[src/ers_pkg.sv]
// Shared types and constants for the enumeration rank sort block.
// No dependencies; imported by ers_rank_unit and enumeration_rank_sort_top.
package ers_pkg;

	// Default batch capacity.
	localparam int MAX_ITEMS_DEF = 16;

	// Data width of one element.
	localparam int VAL_W = 32;

	// Width of the original index result field.
	localparam int IDX_OUT_W = 6;

	// Sequencer states, one-hot.
	typedef enum logic [4:0] {
		S_LOAD  = 5'b00001,
		S_FETCH = 5'b00010,
		S_LATCH = 5'b00100,
		S_SCAN  = 5'b01000,
		S_PLACE = 5'b10000
	} seq_state_t;

	// Control from the sequencer to the rank unit.
	typedef struct packed {
		logic clear;
		logic valid;
	} rank_ctl_t;

endpackage

[src/enumeration_rank_sort_top.sv]
// After the transfer of the final item, every element is ranked and placed; the n results
// of a batch of n items then follow on consecutive cycles.
// All ranking uses the single shared comparator, which makes n*n comparisons per batch.
// busy stays high from the transfer of the final item until the last result.
// Reset clears the sequencer and item count; the element memories are not cleared.
// Results cannot be stalled by the receiver. Depends on ers_pkg and ers_rank_unit.
module enumeration_rank_sort_top #(
	parameter int MAX_ITEMS = ers_pkg::MAX_ITEMS_DEF
) (
	input  logic                                    clk,
	input  logic                                    arst_n,
	input  logic                                    start,
	output logic                                    busy,
	input  logic signed [ers_pkg::VAL_W-1:0]        value,
	input  logic                                    is_last,
	output logic                                    strobe,
	output logic signed [ers_pkg::VAL_W-1:0]        sorted_value,
	output logic [ers_pkg::IDX_OUT_W-1:0]           original_index,
	output logic                                    last_out
);
	import ers_pkg::*;

	localparam int IDX_W = $clog2(MAX_ITEMS);
	localparam logic [IDX_W-1:0] FULL_IDX = IDX_W'(MAX_ITEMS - 1);

	seq_state_t       state_q;
	logic [IDX_W-1:0] count_q;
	logic [IDX_W-1:0] last_q;
	logic [IDX_W-1:0] i_q;
	logic [IDX_W-1:0] j_q;
	logic             accept;
	logic             emit_q;

	logic signed [VAL_W-1:0] value_mem [MAX_ITEMS];
	logic signed [VAL_W-1:0] value_rd_q;
	logic signed [VAL_W-1:0] vi_q;
	logic [IDX_W-1:0]        rd_addr;

	logic signed [VAL_W-1:0] sorted_mem [MAX_ITEMS];
	logic [IDX_W-1:0]        index_mem  [MAX_ITEMS];
	logic signed [VAL_W-1:0] sorted_rd_q;
	logic [IDX_W-1:0]        index_rd_q;

	logic             cmp_v_s1;
	logic [IDX_W-1:0] cmp_j_s1;
	rank_ctl_t        rank_ctl;
	logic [IDX_W-1:0] rank;

	logic             strobe_q;
	logic             last_out_q;

	assign busy   = (state_q != S_LOAD) || emit_q;
	assign accept = start && !busy;

	// Value memory read address: element i while fetching, else the scan index.
	assign rd_addr = (state_q == S_FETCH) ? i_q : j_q;

	// Value memory: written on each input transfer, registered read.
	always_ff @(posedge clk) begin
		if (accept) begin
			value_mem[count_q] <= value;
		end
		value_rd_q <= value_mem[rd_addr];
	end

	// Sorted memories: written at the rank of each element, read in order while emitting.
	always_ff @(posedge clk) begin
		if (state_q == S_PLACE) begin
			sorted_mem[rank] <= vi_q;
			index_mem[rank]  <= i_q;
		end
		sorted_rd_q <= sorted_mem[i_q];
		index_rd_q  <= index_mem[i_q];
	end

	// Element under ranking, latched once per element.
	always_ff @(posedge clk) begin
		if (state_q == S_LATCH) begin
			vi_q <= value_rd_q;
		end
	end

	// Rank unit control.
	always_comb begin
		rank_ctl.clear = (state_q == S_LATCH);
		rank_ctl.valid = cmp_v_s1;
	end

	ers_rank_unit #(
		.IDX_W (IDX_W)
	) u_rank (
		.clk    (clk),
		.arst_n (arst_n),
		.ctl    (rank_ctl),
		.vi     (vi_q),
		.vj     (value_rd_q),
		.i      (i_q),
		.j      (cmp_j_s1),
		.rank   (rank)
	);

	// Sequencer: load, then rank every element, then emit in sorted order.
	always_ff @(posedge clk or negedge arst_n) begin
		if (!arst_n) begin
			state_q    <= S_LOAD;
			count_q    <= '0;
			last_q     <= '0;
			i_q        <= '0;
			j_q        <= '0;
			emit_q     <= 1'b0;
			cmp_v_s1   <= 1'b0;
			cmp_j_s1   <= '0;
			strobe_q   <= 1'b0;
			last_out_q <= 1'b0;
		end else begin
			cmp_v_s1   <= (state_q == S_LATCH) || (state_q == S_SCAN);
			cmp_j_s1   <= j_q;
			strobe_q   <= emit_q;
			last_out_q <= emit_q && (i_q == last_q);
			if (emit_q) begin
				i_q <= i_q + 1'b1;
				if (i_q == last_q) begin
					emit_q <= 1'b0;
				end
			end
			unique case (state_q)
				S_LOAD: begin
					if (accept) begin
						if (is_last || (count_q == FULL_IDX)) begin
							last_q  <= count_q;
							count_q <= '0;
							i_q     <= '0;
							state_q <= S_FETCH;
						end else begin
							count_q <= count_q + 1'b1;
						end
					end
				end
				S_FETCH: begin
					j_q     <= '0;
					state_q <= S_LATCH;
				end
				S_LATCH: begin
					j_q     <= j_q + 1'b1;
					state_q <= (last_q == '0) ? S_PLACE : S_SCAN;
				end
				S_SCAN: begin
					j_q <= j_q + 1'b1;
					if (j_q == last_q) begin
						state_q <= S_PLACE;
					end
				end
				S_PLACE: begin
					if (i_q == last_q) begin
						i_q     <= '0;
						emit_q  <= 1'b1;
						state_q <= S_LOAD;
					end else begin
						i_q     <= i_q + 1'b1;
						state_q <= S_FETCH;
					end
				end
				default: begin
					state_q <= S_LOAD;
				end
			endcase
		end
	end

	assign strobe         = strobe_q;
	assign sorted_value   = sorted_rd_q;
	assign original_index = IDX_OUT_W'(index_rd_q);
	assign last_out       = last_out_q;

	// The final result of a batch is never directly followed by another.
	a_last_gap: assert property (@(posedge clk) disable iff (!arst_n)
		(strobe && last_out) |=> !strobe)
		else $error("result directly after end of batch");

	// Every result but the final one is delivered while the block is busy.
	a_busy_emit: assert property (@(posedge clk) disable iff (!arst_n)
		(strobe && !last_out) |-> busy)
		else $error("result transfer while idle");

	// A rank never points past the loaded batch.
	a_rank_range: assert property (@(posedge clk) disable iff (!arst_n)
		(state_q == S_PLACE) |-> (rank <= last_q))
		else $error("rank beyond batch size");

endmodule

[src/ers_rank_unit.sv]
// Shared comparator and rank accumulator for the enumeration rank sort.
// Depends on ers_pkg.
module ers_rank_unit #(
	parameter int IDX_W = 4
) (
	input  logic                                clk,
	input  logic                                arst_n,
	input  ers_pkg::rank_ctl_t                  ctl,
	input  logic signed [ers_pkg::VAL_W-1:0]    vi,
	input  logic signed [ers_pkg::VAL_W-1:0]    vj,
	input  logic [IDX_W-1:0]                    i,
	input  logic [IDX_W-1:0]                    j,
	output logic [IDX_W-1:0]                    rank
);
	import ers_pkg::*;

	logic [IDX_W-1:0] rank_q;
	logic             inc;

	// A smaller value, or an equal value loaded earlier, pushes the rank up.
	always_comb begin
		inc = ctl.valid && ((vj < vi) || ((vj == vi) && (j < i)));
	end

	assign rank = rank_q + IDX_W'(inc);

	// Rank accumulator, cleared at the start of each element.
	always_ff @(posedge clk or negedge arst_n) begin
		if (!arst_n) begin
			rank_q <= '0;
		end else if (ctl.clear) begin
			rank_q <= '0;
		end else begin
			rank_q <= rank;
		end
	end

	// Clear and a comparison never fall in the same cycle.
	a_clear_excl: assert property (@(posedge clk) disable iff (!arst_n)
		ctl.clear |-> !ctl.valid)
		else $error("rank clear overlaps a comparison");

	// After a clear the accumulator starts from zero.
	a_clear_zero: assert property (@(posedge clk) disable iff (!arst_n)
		ctl.clear |=> rank_q == '0)
		else $error("rank not cleared");

	// An element is never counted against itself.
	a_no_self: assert property (@(posedge clk) disable iff (!arst_n)
		(ctl.valid && (i == j)) |-> !inc)
		else $error("element counted against itself");

endmodule
[config.mk]
export PLATFORM = sky130hd
export DESIGN_NAME = enumeration_rank_sort_top
export DESIGN_NICKNAME = d
export VERILOG_FILES = /design/src/ers_pkg.sv /design/src/enumeration_rank_sort_top.sv /design/src/ers_rank_unit.sv
export SDC_FILE = /design/constraint.sdc
export NUM_CORES = 1
export LEC_CHECK = 0
export ABC_AREA = 1
export BUFFER_PORTS_ARGS = -buffer_cell sky130_fd_sc_hd__buf_4
export CAP_MARGIN = 10
export CORE_UTILIZATION = 35
export DETAILED_ROUTE_END_ITERATION = 8
export PLACE_DENSITY = 0.52
export SYNTH_ARGS = -nofsm -noshare
export SYNTH_HDL_FRONTEND = slang
export SYNTH_SLANG_ARGS = --single-unit
[constraint.sdc]
create_clock -name clk -period 6.3 [get_ports clk]
set_input_delay 0.63 -clock clk [delete_from_list [all_inputs] [get_ports clk]]
set_output_delay 0.63 -clock clk [all_outputs]
set_load 0.005 [all_outputs]
After elaboration in Yosys (flattened, before gate mapping)

Memory sizes are Yosys's and may differ from the RTL's. A register that Yosys moved wholly into a read port is not among the register bits.
Cells that the tools add are included.

Register bits: 65
Latch bits: 0
Memory bits (writable): 1,088
Memory bits (read-only): 0
Input port bits: 36
Output and inout port bits: 41
Memories kept: 3

Memory list:

| name       | depth | bits a word | read ports | clocked after Yosys merged registers in | write ports | line                            | source |
|---|---|---|---|---|---|---|---|
| sorted_mem | 16    | 32          | 1          | 1                                       | 1           | enumeration_rank_sort_top.sv:39 | `logic signed [VAL_W-1:0] sorted_mem [MAX_ITEMS];` |
| value_mem  | 16    | 32          | 1          | 1                                       | 1           | enumeration_rank_sort_top.sv:34 | `logic signed [VAL_W-1:0] value_mem [MAX_ITEMS];` |
| index_mem  | 16    | 4           | 1          | 1                                       | 1           | enumeration_rank_sort_top.sv:40 | `logic [IDX_W-1:0] index_mem [MAX_ITEMS];` |

Add/subtract/negate cells: 4
$mul: 0
Divide/modulo/power cells: 0
$lt $le $gt $ge: 2
Equal/unequal tests: 13
Shift operators: 0
Mux-type cells: 23
Bitwise logic cells: 0
Reductions and logical operators: 15

Operators with widths:

| kind                                                            | count |
|---|---|
| 32-bit == test                                                  | 1 |
| 32-bit < comparator                                             | 1 |
| 4-bit two-way mux                                               | 7 |
| 5-bit case mux with 5 select lines                              | 1 |
| 5-bit two-way mux                                               | 4 |
| 4-bit case mux with 2 select lines                              | 2 |
| 4-bit by 1-bit adder with 4-bit output, second input constant   | 3 |
| 4-bit == test                                                   | 2 |
| 1-bit two-way mux                                               | 8 |
| 3-bit AND reduction                                             | 2 |
| 5-bit by 1-bit == test with 1-bit output, second input constant | 1 |
| 5-bit by 2-bit == test with 1-bit output, second input constant | 1 |
| 5-bit by 3-bit == test with 1-bit output, second input constant | 1 |
| 5-bit by 4-bit == test with 1-bit output, second input constant | 1 |
| 5-bit == test, second input constant                            | 1 |
| 5-bit by 1-bit != test with 1-bit output, second input constant | 1 |
| 4-bit by 1-bit adder with 4-bit output                          | 1 |
| 4-bit == test, second input constant                            | 1 |
| 1-bit logical AND                                               | 4 |
| 4-bit zero test                                                 | 1 |
| 1-bit logical OR                                                | 4 |
| 4-bit < comparator                                              | 1 |
| 2-bit != test, second input constant                            | 2 |
| 2-bit two-way mux                                               | 1 |
| 5 further kinds                                                 | 5 |

Longest topological paths before layout

Gate-level depths: netlist of the first run.

Word-level depth: 6
Gate-level depth with buffers: 22

Hierarchy

A second synthesis of the first run with hierarchy kept.

Cells, all modules: 4,257
Area total of the unflattened synthesis: 49,570.0 µm²

Modules (own cells, without submodules):

| module                    | times used | cells an instance | area each (µm²) | seq. area each (µm²) |
|---|---|---|---|---|
| enumeration_rank_sort_top | 1          | 4,079             | 48,413.9        | 35,720.5 |
| ers_rank_unit             | 1          | 178               | 1,156.1         | 100.1 |

Worst setup path before layout of the first run

Ideal clock, no wire load.

Kind: reg2reg
Start point: register i_q[3]
End point: memory index_mem[0][0] (enable)
Arrival: 4.168 ns
Required time: 5.871 ns
Slack: 1.703 ns
Stages on the path, launching flop included: 16
Path buffers: 2
Period minus slack after synthesis: 4.597 ns
Path through: dfrtp_1 > clkbuf_1 > inv_1 > buf_1 > ha_1 > nand3b_1 > nor4_1 > nand4_1 > nand2_1 > nor2_1 > nor2_1 > ha_1 > ha_1 > inv_1 > nand3_1 > nor2_1

Cells in the longest elaborated chain, start to end: 5

Ends and longest elaborated chain:

| item                                   | line                             | source |
|---|---|---|
| start: declaration                     | enumeration_rank_sort_top.sv:29  | `logic [IDX_W-1:0] i_q;` |
| start signal: assignment               | enumeration_rank_sort_top.sv:121 | `i_q <= i_q + 1'b1;` |
| start signal: assignment               | enumeration_rank_sort_top.sv:159 | `i_q <= i_q + 1'b1;` |
| 4-bit < comparator                     | ers_rank_unit.sv:22              | `inc = ctl.valid && ((vj < vi) \|\| ((vj == vi) && (j < i)));` |
| 1-bit logical AND                      | ers_rank_unit.sv:22              |  |
| 1-bit logical OR                       | ers_rank_unit.sv:22              |  |
| 1-bit logical AND                      | ers_rank_unit.sv:22              |  |
| 4-bit by 1-bit adder with 4-bit output | ers_rank_unit.sv:25              | `assign rank = rank_q + IDX_W'(inc);` |
| end: declaration                       | enumeration_rank_sort_top.sv:40  |  |

No other way between the ends.

Worst setup path in the final report of the first run

Start point: register vi_q[31]
End point: memory sorted_mem[8][22] (enable)

Cells in the longest elaborated chain, start to end: 5
Elaborated cells between the ends (all ways): 6
Those cells by class: add/sub: 1; order compare: 1; eq/ne: 1; reduce/logical: 3

Ends and longest elaborated chain:

| item                                                                        | line                            | source |
|---|---|---|
| start: declaration                                                          | enumeration_rank_sort_top.sv:36 | `logic signed [VAL_W-1:0] vi_q;` |
| start signal: assignment                                                    | enumeration_rank_sort_top.sv:79 | `vi_q <= value_rd_q;` |
| parallel branches: the longest is 2 deep, another holds 32-bit < comparator | --                              |  |
| 1-bit logical OR *                                                          | ers_rank_unit.sv:22             |  |
| 1-bit logical AND *                                                         | ers_rank_unit.sv:22             |  |
| 4-bit by 1-bit adder with 4-bit output *                                    | ers_rank_unit.sv:25             |  |
| end: declaration                                                            | enumeration_rank_sort_top.sv:39 |  |

Mark *: on every way between the ends.

==> impl_metrics.env, run 1 <==
export IMPL_synth_ff_type="edfxtp_1"
export IMPL_vias=28370
export IMPL_worstHoldStart="value[18]"
export IMPL_setup_slack_ns=1.509
export IMPL_place_ws_ns=1.502
export IMPL_drt_first_iter_violations=2540
export IMPL_gr_usage_all_layers_pct=18.71
export IMPL_syn_inst=3576
export IMPL_wl_um=128600
export IMPL_critPathLaunchType="register"
export IMPL_wire_per_inst_um=23.35
export IMPL_async_flop_share_pct=2.703
export IMPL_cts_sinks=1221
export IMPL_fin_crit_ns=4.791
export IMPL_hold_viol=0
export IMPL_postCtsHoldBufs=1
export IMPL_cts_reportedPaths_clkPinSlew_ns=0.06
export IMPL_multiInputGateArea_mm2=0.01023
export IMPL_synth_cell_types=44
export IMPL_power_density_mw_per_mm2=383.6
export IMPL_fp_dieH_um=370.8
export IMPL_final_area_mm2=0.05449
export IMPL_cts_buffer_depth=3
export IMPL_rsz0062_at_grt="false"
export IMPL_vdd_drop_max_mv=0.3609
export IMPL_die_w_um=370.8
export IMPL_overflow=0
export IMPL_skew_ns=0.02695
export IMPL_drive_gt1_share_pct=10.93
export IMPL_setup_tns_ns=0
export IMPL_p_leak_nw=18.85
export IMPL_ioPinCount=77
export IMPL_post_route_drc_count=0
export IMPL_nets=3714
export IMPL_worstSetupPathType="reg -> reg"
export IMPL_drv_cap=0
export IMPL_grt_pass1_wl_um=188100
export IMPL_grt_pass1_vias=27540
export IMPL_crit_path_end_kind="register"
export IMPL_seqCellArea_mm2=0.03583
export IMPL_initial_core_util_pct=35.46
export IMPL_n_fill_cell=12450
export IMPL_drtPass1Iterations=5
export IMPL_arrival_ns=5.24
export IMPL_slew_headroom_pct=28.95
export IMPL_setup_viol=0
export IMPL_root_buffer="clkbuf_16"
export IMPL_hold_class="in -> reg"
export IMPL_fmax_mhz=208.7
export IMPL_grt_max_degree=178
export IMPL_place_hpwl_um=66350
export IMPL_outcome="finished clean"
export IMPL_worstSetupStartpoint="vi_q[31]"
export IMPL_slew_violations=0
export IMPL_ys_warn_count=0
export IMPL_clk_latency_ns=0.77
export IMPL_syn_area_mm2=0.04762
export IMPL_postCtsSetupBuffers=0
export IMPL_antenna_found_initial=15
export IMPL_fp_row_count=134
export IMPL_area_growth_syn_to_layout_pct=14.43
export IMPL_die_area_mm2=0.1375
export IMPL_place_gp_congestion=0.7629
export IMPL_synth_seq_cells=1221
export IMPL_place_port_buffers=74
export IMPL_cts_htree_levels=4
export IMPL_synth_edf_count=1120
export IMPL_place_area_mm2=0.05039
export IMPL_cts_tree="done"
export IMPL_holdWs_ns=0.1601
export IMPL_worst_pin_slew_ns=1.066
export IMPL_rr_startpoint="vi_q[31]"
export IMPL_ys_seq_area_share_pct=75.23
export IMPL_period_share_pct=76.05
export IMPL_core_area_mm2=0.1343
export IMPL_cp_required_ns=6.75
export IMPL_cts_buffers_inserted=130
export IMPL_ant_nets=0
export IMPL_avgSynthCellArea_um2=13.32
export IMPL_ctsResizeCount=0
export IMPL_viasPerCell=5.149
export IMPL_path_max_fanout=22
-- critical path: stages (launching register included) --
cell      delay, ns
edfxtp_1       0.73
inv_1          0.10
ha_1           0.36
nand2_1        0.11
nor2_1         0.16
nand2_1        0.14
nor2_1         0.26
nand2_1        0.12
nand3_1        0.08
nand2_1        0.05
nor2_1         0.09
nor2_1         0.05
ha_1           0.19
ha_1           0.31
inv_1          0.10
nand3_1        0.33
nor2_4         0.93
buf_4          0.34
-- layout by cell type (no fill, tap or decap), drive strengths merged, types with 8 or more instances in the layout --
| cell | synthesis | routed |
|---|---|---|
| o22ai | 51 | 51 |
| clkbuf | 126 | 181 |
| buf | 89 | 140 |
| o221ai | 27 | 27 |
| or2 | 50 | 50 |
| a221oi | 45 | 45 |
| o21ai | 318 | 318 |
| edfxtp | 1120 | 1120 |
| o211ai | 202 | 202 |
| ha | 43 | 43 |
| clkinv | 3 | 42 |
| xnor2 | 8 | 8 |
| nand4 | 33 | 33 |
| nand2 | 505 | 505 |
| a21oi | 107 | 107 |
| dfxtp | 68 | 68 |
| dfrtp | 32 | 32 |
| nand3 | 238 | 238 |
| inv | 247 | 255 |
| nor2 | 240 | 240 |
-- report_power, final --
group          switching [mW]  internal [mW]  leakage (nW)
Clock                    3.16           4.25          1.97
Combinational            2.88           1.12          5.77
Sequential              0.210           9.27          11.1
Total                    6.26           14.6          18.8
-- per-layer routing --
layer  share of wire (%)  GRT usage (%)
met3                 6.1          3.453
met2                  47          30.13
met1                  44          25.40
met5               0.075              0
met4                 2.3          6.284
-- synth_stat cells, types with 2 or more instances --
cell type	n	area, µm²
edfxtp_1	1120	33630
nand2_1	503	1888
o21ai_0	310	1551
inv_1	245	919.6
nand3_1	237	1186
nor2_1	237	889.6
o211ai_1	202	1516
clkbuf_1	125	469.2
a21oi_1	105	525.5
buf_2	78	390.4
dfxtp_1	68	1361
o22ai_1	51	319.1
a221oi_1	45	394.1
ha_1	43	538.0
or2_2	43	269.0
nand4_1	33	206.5
dfrtp_1	32	800.8
o221ai_1	27	236.5
o21ai_1	8	40.04
xnor2_1	8	70.07
a21o_1	7	52.55
buf_1	7	26.28
or2_0	7	43.79
xor2_1	5	43.79
buf_4	3	22.52
nor3_1	3	15.01
a21oi_2	2	17.52
clkinv_1	2	7.510
inv_2	2	7.510
nand2_2	2	12.51
nor2_4	2	22.52
o21a_1	2	15.01
-- registers in the layout (all words and copies together) (netlist names), named ones only --
signal and cells:
strobe 1, cmp_j_s1 4, vi_q 32, i_q 4
value_mem 512, last_q 4, sorted_mem 512, state_q 5
j_q 4, count_q 4, cmp_v_s1 1, value_rd_q 32
u_rank.rank_q 4, index_rd_q 4, last_out 1, index_mem 64
sorted_value 32
-- through the flow --
stage / power (mW) / instances / util, %
final: 20.90 / 5510 / 40.57
after global routing: 21.84 / 5509 / 40.57
after CTS: 21.11 / 5509 / 40.57
after detailed placement: 13.69 / 5270 / 37.52
after global placement: 13.67 / 5270 / 37.52
after floorplan: 12.13 / 3577 / -
-- kinds of logic (layout without fill, tap and decap cells) --
| kind of cell | count (synthesis) | after routing | share of synthesized area, % |
|---|---|---|---|
| flip-flops | 1221 | 1221 | 75.23 |
| AO/OA/AOI/OAI | 760 | 760 | 9.820 |
| buffers and inverters | 465 | 629 | 3.915 |
| XOR/XNOR | 13 | 13 | 0.2391 |
| adder cells (fa/ha/maj) | 43 | 43 | 1.130 |
| other | 1 | 3 | 0.007876 |
| AND/OR/NAND/NOR | 1073 | 1073 | 9.659 |
-- worst paths after layout --
kind	endpoint	slack, ns	depth (start not counted)
min in group asynchronous	i_q[1]	0.38	2
hold / removal	value_mem[11][18]	0.16	1
max in group asynchronous	i_q[0]	5.58	2
setup reg to reg	sorted_mem[8][22]	1.51	17
hold reg to reg	vi_q[0]	0.43	0
setup / recovery	sorted_mem[8][22]	1.51	17
-- layout make-up --
type / instances / share of cell area (%)
Inverter: 250 / 1.750
Tap cell: 1768 / 4.060
Timing Repair Buffer: 141 / 2.154
Multi-Input combinational cell: 1891 / 18.78
Antenna cell: 1 / 0.004593
Sequential cell: 1221 / 65.76
Clock buffer: 181 / 6.533
Clock inverter: 57 / 0.9598
No activity file was read; power rests on OpenSTA's default activity.
==> run 2: changes to the inputs <==
Settings changed: ABC_AREA 1 to 0, PLACE_DENSITY 0.52 to 0.54.
Clock period 6.3 ns to 4.22 ns, I/O delays scaled along.
==> impl_metrics.env, run 2 <==
export IMPL_antenna_found_initial=8
export IMPL_root_buffer="clkbuf_16"
export IMPL_fin_crit_ns=3.841
export IMPL_place_hpwl_um=65890
export IMPL_async_flop_share_pct=2.703
export IMPL_cts_tree="done"
export IMPL_synth_top_area_share_pct=72.70
export IMPL_drtPass1Iterations=5
export IMPL_p_leak_nw=18.02
export IMPL_final_common_cell="edfxtp_1"
export IMPL_viasPerCell=5.289
export IMPL_synth_edf_count=1120
export IMPL_die_area_mm2=0.1336
export IMPL_slew_violations=0
export IMPL_cts_sinks=1221
export IMPL_ys_seq_area_share_pct=77.43
export IMPL_critPathLaunchType="register"
export IMPL_worst_pin_slew_ns=1.202
export IMPL_gr_usage_all_layers_pct=17.66
export IMPL_nets=2883
export IMPL_fp_row_count=133
export IMPL_ctsResizeCount=0
export IMPL_overflow=0
export IMPL_yosys_cell_count_top_type="edfxtp_1"
export IMPL_ys_top_cells_by_count="edfxtp_1, mux2i_1, nand2_1"
export IMPL_power_density_mw_per_mm2=549.6
export IMPL_fmax_mhz=260.4
export IMPL_hold_viol=0
export IMPL_slew_headroom_pct=19.87
export IMPL_crit_path_end_kind="register"
export IMPL_cts_htree_levels=4
export IMPL_syn_inst=2596
export IMPL_avgSynthCellArea_um2=17.82
export IMPL_ant_nets=0
export IMPL_seqCellArea_mm2=0.03583
export IMPL_drive_gt1_share_pct=17.51
export IMPL_fp_dieH_um=365.6
export IMPL_place_port_buffers=74
export IMPL_path_max_fanout=29
export IMPL_cts_buffer_depth=3
export IMPL_post_route_drc_count=0
export IMPL_ys_warn_count=0
export IMPL_power_mw=29.85
export IMPL_cts_reportedPaths_clkPinSlew_ns=0.06
export IMPL_skew_ns=0.03007
export IMPL_die_w_um=365.6
export IMPL_cp_required_ns=4.63
export IMPL_holdWs_ns=0.1205
export IMPL_vdd_drop_max_mv=0.4359
export IMPL_drv_cap=0
export IMPL_cts_buffers_inserted=130
export IMPL_wire_per_inst_um=25.14
export IMPL_synth_area_top_cells="edfxtp_1, mux2i_1, mux4_2, dfxtp_1, a221oi_1"
export IMPL_drt_first_iter_violations=2112
export IMPL_worstSetupPathType="reg -> reg"
export IMPL_synth_top_area_cell="edfxtp_1"
export IMPL_syn_area_mm2=0.04626
export IMPL_postCtsSetupBuffers=0
export IMPL_area_growth_syn_to_layout_pct=17.42
export IMPL_wl_um=117300
export IMPL_vias=24690
export IMPL_arrival_ns=4.25
export IMPL_place_gp_congestion=0.7944
export IMPL_n_fill_cell=11630
export IMPL_multiInputGateArea_mm2=0.009903
export IMPL_grt_pass1_vias=25390
export IMPL_synth_cell_types=68
export IMPL_rsz0062_at_grt="false"
export IMPL_clk_latency_ns=0.75
export IMPL_synth_seq_cells=1221
export IMPL_ioPinCount=77
export IMPL_synth_ff_type="edfxtp_1"
export IMPL_grt_pass1_wl_um=171500
export IMPL_hold_class="in -> reg"
export IMPL_core_area_mm2=0.1313
export IMPL_postCtsHoldBufs=34
export IMPL_period_share_pct=91.01
export IMPL_grt_max_degree=149
export IMPL_outcome="finished clean"
export IMPL_reg_largest_list="sorted_mem x512, value_mem x512, index_mem x64"
export IMPL_setup_viol=0
export IMPL_final_cell_mix="edfxtp_1, mux2i_1, buf_4"
export IMPL_initial_core_util_pct=35.23
-- run 2: cell types whose count changed in the layout (fill, tap and decap cells not counted), moves of 41 or more --
cell	change
nor3_1	+57
inv_1	-200
nand2_1	-362
mux2i_1	+211
or2_2	-41
o211ai_1	-199
mux4_2	+75
o21ai_0	-256
o22ai_1	+61
a21oi_1	-48
nor2_1	-188
a221oi_1	+52
nand3_1	-213
-- run 2: worst paths after layout --
| kind | start | to | slack (ns) | depth (start not counted) |
|---|---|---|---|---|
| setup / recovery | vi_q[10] | sorted_mem[12][11] | 0.38 | 13 |
| hold / removal | start | count_q[0] | 0.12 | 4 |
| setup reg to reg | vi_q[10] | sorted_mem[12][11] | 0.38 | 13 |
| hold reg to reg | value_rd_q[0] | vi_q[0] | 0.43 | 0 |
| max in group asynchronous | arst_n | i_q[1] | 3.51 | 2 |
| min in group asynchronous | arst_n | u_rank.rank_q[1] | 0.34 | 2 |
-- run 2: logic make-up (layout without fill, tap and decap cells) --
group	Yosys count	after routing	share of synthesized area, %
xor+xnor	10	10	0.1893
mux	290	290	8.314
simple gates	365	365	3.746
compound gates	475	475	7.284
buf+inv	191	506	1.864
fa+ha+maj	43	43	1.163
other cells	1	3	0.008106
flops	1221	1221	77.43
-- run 2: routing by layer --
layer  up-vias  GRT usage, %  share of wire [%]  wire (µm)
li1      10960             -                  -          -
met1     12730         23.50                 43      50820
met2       796         28.95                 48      56330
met3       203         3.683                6.3       7384
met4         4         5.439                2.4       2782
met5         -             0              0.020         23
-- run 2: critical path: stages (launching register included) --
cell      delay (ns)
edfxtp_1        0.39
inv_1           0.07
ha_1            0.25
a21oi_1         0.15
nand2_1         0.08
a221oi_1        0.49
nor3b_1         0.10
a2111o_1        0.39
nand2_1         0.11
ha_1            0.19
ha_1            0.27
or3_1           0.56
nor2_4          0.18
buf_12          0.26
-- run 2: final cells by class --
cell class	instances	area share (%)
sequential	1221	65.97
multi-input combinational	1185	18.23
clock buffer	179	6.689
tap	1755	4.043
timing repair buffer	221	3.856
clock inverter	61	0.8984
inverter	45	0.3110
antenna	1	0.004607
-- run 2: per-stage QoR --
step | util (%) | instance area (µm²) | TNS (ns) | setup slack (ns) | std cells
3_3_place_gp | 37.97 | 49850 | 0 | 0.3831 | 4393
6_report | 41.37 | 54320 | 0 | 0.3794 | 4668
2_1_floorplan | - | 46310 | -181.25 | -0.5785 | 2597
4_1_cts | 41.37 | 54310 | 0 | 0.3622 | 4667
5_1_grt | 41.37 | 54310 | 0 | 0.08264 | 4667
3_5_place_dp | 37.97 | 49850 | 0 | 0.3951 | 4393
-- run 2: report_power, final --
part           internal [mW]  leakage, nW  switching (mW)
combinational           1.94         4.93            2.91
sequential              13.8         11.1           0.299
clock                   6.30         2.00            4.62
total                   22.0         18.0            7.83
==> run 3: changes to the inputs <==
Settings changed: CORE_ASPECT_RATIO set to 1.5, CTS_CLUSTER_SIZE set to 28, PLACE_DENSITY 0.54 to 0.52.
Clock period 4.22 ns to 4.1 ns, I/O delays scaled along.
==> impl_metrics.env, run 3 (synthesis results as in run 2) <==
export IMPL_outcome="finished clean"
export IMPL_final_cell_mix="edfxtp_1, mux2i_1, buf_4"
export IMPL_r2r_setup_slack_ns=0.22
export IMPL_power_frac_seq_pct=49.1
export IMPL_antenna_found_initial=11
export IMPL_critPathLaunchType="register"
export IMPL_grt_pass1_vias=25430
export IMPL_r2r_end="sorted_mem[4][31]"
export IMPL_nets=2872
export IMPL_skew_ns=0.04029
export IMPL_cts_sinks=1221
export IMPL_worstHoldStart="value[23]"
export IMPL_wl_um=111300
export IMPL_cts_tree="done"
export IMPL_crit_chain="inv_1 -> ha_1 -> a21oi_1 -> o21ai_0 -> a221oi_1 -> nor3b_1 -> a2111o_1 -> nand2_1 -> ha_1 -> ha_1 -> or3_1 -> nor2_4 -> buf_4"
export IMPL_final_common_cell="edfxtp_1"
export IMPL_cts_buffer_depth=3
export IMPL_viasPerCell=5.251
export IMPL_cts_htree_levels=3
export IMPL_worst_pin_slew_ns=1.172
export IMPL_multiInputGateArea_mm2=0.009928
export IMPL_drive_gt1_share_pct=17.17
export IMPL_place_ws_ns=0.1905
export IMPL_overflow=0
export IMPL_die_w_um=298.8
export IMPL_cp_num_buf_inv=2
export IMPL_die_area_mm2=0.1337
export IMPL_slew_violations=0
export IMPL_slew_headroom_pct=21.52
export IMPL_final_area_mm2=0.05388
export IMPL_fp_dieH_um=447.3
export IMPL_cts_buffers_inserted=111
export IMPL_period_share_pct=94.64
export IMPL_fin_crit_ns=3.880
export IMPL_swShare_pct=26.15
export IMPL_crit_family="compound AO/OA/AOI/OAI gates"
export IMPL_hold_viol=0
export IMPL_place_hpwl_um=67720
export IMPL_crit_path_end_kind="register"
export IMPL_drv_cap=0
export IMPL_place_gp_congestion=0.8079
export IMPL_area_growth_syn_to_layout_pct=16.48
export IMPL_clk_latency_ns=0.72
export IMPL_hold_path_end="value_mem[11][23]"
export IMPL_cpMaxStageDelayCell="or3_1"
export IMPL_vias=24280
export IMPL_combPwrFrac_pct=16.7
export IMPL_worst_path_largest_cell_delay_ns=0.56
export IMPL_root_buffer="clkbuf_16"
export IMPL_hold_class="in -> reg"
export IMPL_post_route_drc_count=0
export IMPL_cts_reportedPaths_clkPinSlew_ns=0.06
export IMPL_cp_required_ns=4.49
export IMPL_worstSetupPathType="reg -> reg"
export IMPL_core_area_mm2=0.1313
export IMPL_fin_util_pct=41.03
export IMPL_arrival_ns=4.27
export IMPL_ioPinCount=77
export IMPL_p_switching_mw=7.701
export IMPL_gr_usage_all_layers_pct=16.57
export IMPL_r2r_cells=13
export IMPL_rr_startpoint="vi_q[5]"
export IMPL_power_density_mw_per_mm2=546.6
export IMPL_place_port_buffers=74
export IMPL_setup_slack_ns=0.2197
export IMPL_vdd_drop_max_mv=0.4493
export IMPL_ant_nets=0
export IMPL_grt_max_degree=135
export IMPL_pwr_share_clk_pct=34.2
export IMPL_cp_common_cell="ha_1"
export IMPL_n_fill_cell=11790
export IMPL_wire_per_inst_um=24.07
export IMPL_holdPathStages=1
export IMPL_rsz0062_at_grt="false"
export IMPL_fmax_mhz=257.7
export IMPL_p_int_mw=21.75
export IMPL_p_leak_nw=17.78
export IMPL_fp_row_count=163
export IMPL_setup_viol=0
export IMPL_seqCellArea_mm2=0.03583
export IMPL_reg_largest_list="sorted_mem x512, value_mem x512, index_mem x64"
export IMPL_drtPass1Iterations=9
export IMPL_grt_pass1_wl_um=165200
export IMPL_path_max_fanout=12
export IMPL_drt_first_iter_violations=1694
export IMPL_place_area_mm2=0.05003
export IMPL_holdWs_ns=0.03017
export IMPL_initial_core_util_pct=35.22
==> run 3: worst max path at each step <==
stage	from	endpoint	slack, ns	depth (start not counted)
2_1_floorplan	i_q[3]	index_mem[0][0]	-0.29	14
3_3_place_gp	vi_q[7]	sorted_mem[8][22]	0.15	13
3_5_place_dp	vi_q[10]	sorted_mem[4][31]	0.19	13
4_1_cts	vi_q[10]	sorted_mem[4][22]	0.18	13
5_1_grt	vi_q[7]	sorted_mem[4][22]	0.01	13
6_report	vi_q[5]	sorted_mem[4][31]	0.22	13
==> run 3: routing by layer <==
metal  vias up  routed length [µm]  track usage [%]
li1      10910                   -                -
met1     12630               44020            19.39
met2       548               60130            31.24
met3       182                4451            2.141
met4         4                2653            4.989
met5         -                  23                0
==> run 3: power by group through the flow <==
stage | combinational [mW] | sequential [mW] | clock (mW)
final | 4.90 | 14.5 | 10.1
after global routing | 5.30 | 14.5 | 10.8
after CTS | 5.00 | 14.5 | 10.3
after detailed placement | 4.95 | 14.7 | 0
after global placement | 4.89 | 14.7 | 0
after floorplan | 3.33 | 14.7 | 0
==> run 3: area by class of cell <==
class / count / area share [%]
Sequential cell: 1221 / 66.50
Multi-Input combinational cell: 1185 / 18.43
Antenna cell: 3 / 0.01393
Tap cell: 1732 / 4.022
Clock inverter: 71 / 1.036
Inverter: 45 / 0.3135
Timing Repair Buffer: 229 / 4.203
Clock buffer: 137 / 5.489
==> run 3: metrics by stage <==
step	TNS (ns)	std cells	total power [mW]
5_1_grt	0	4621	30.58
3_5_place_dp	0	4379	19.69
3_3_place_gp	0	4379	19.60
6_report	0	4623	29.45
4_1_cts	0	4620	29.80
2_1_floorplan	-40.58	2597	17.98
==> run 3: repair_timing <==
action,in CTS,in global routing
buffers inserted,0,0
endpoints found under the hold margin,499,0
hold buffers,33,0
gates resized for setup,0,0
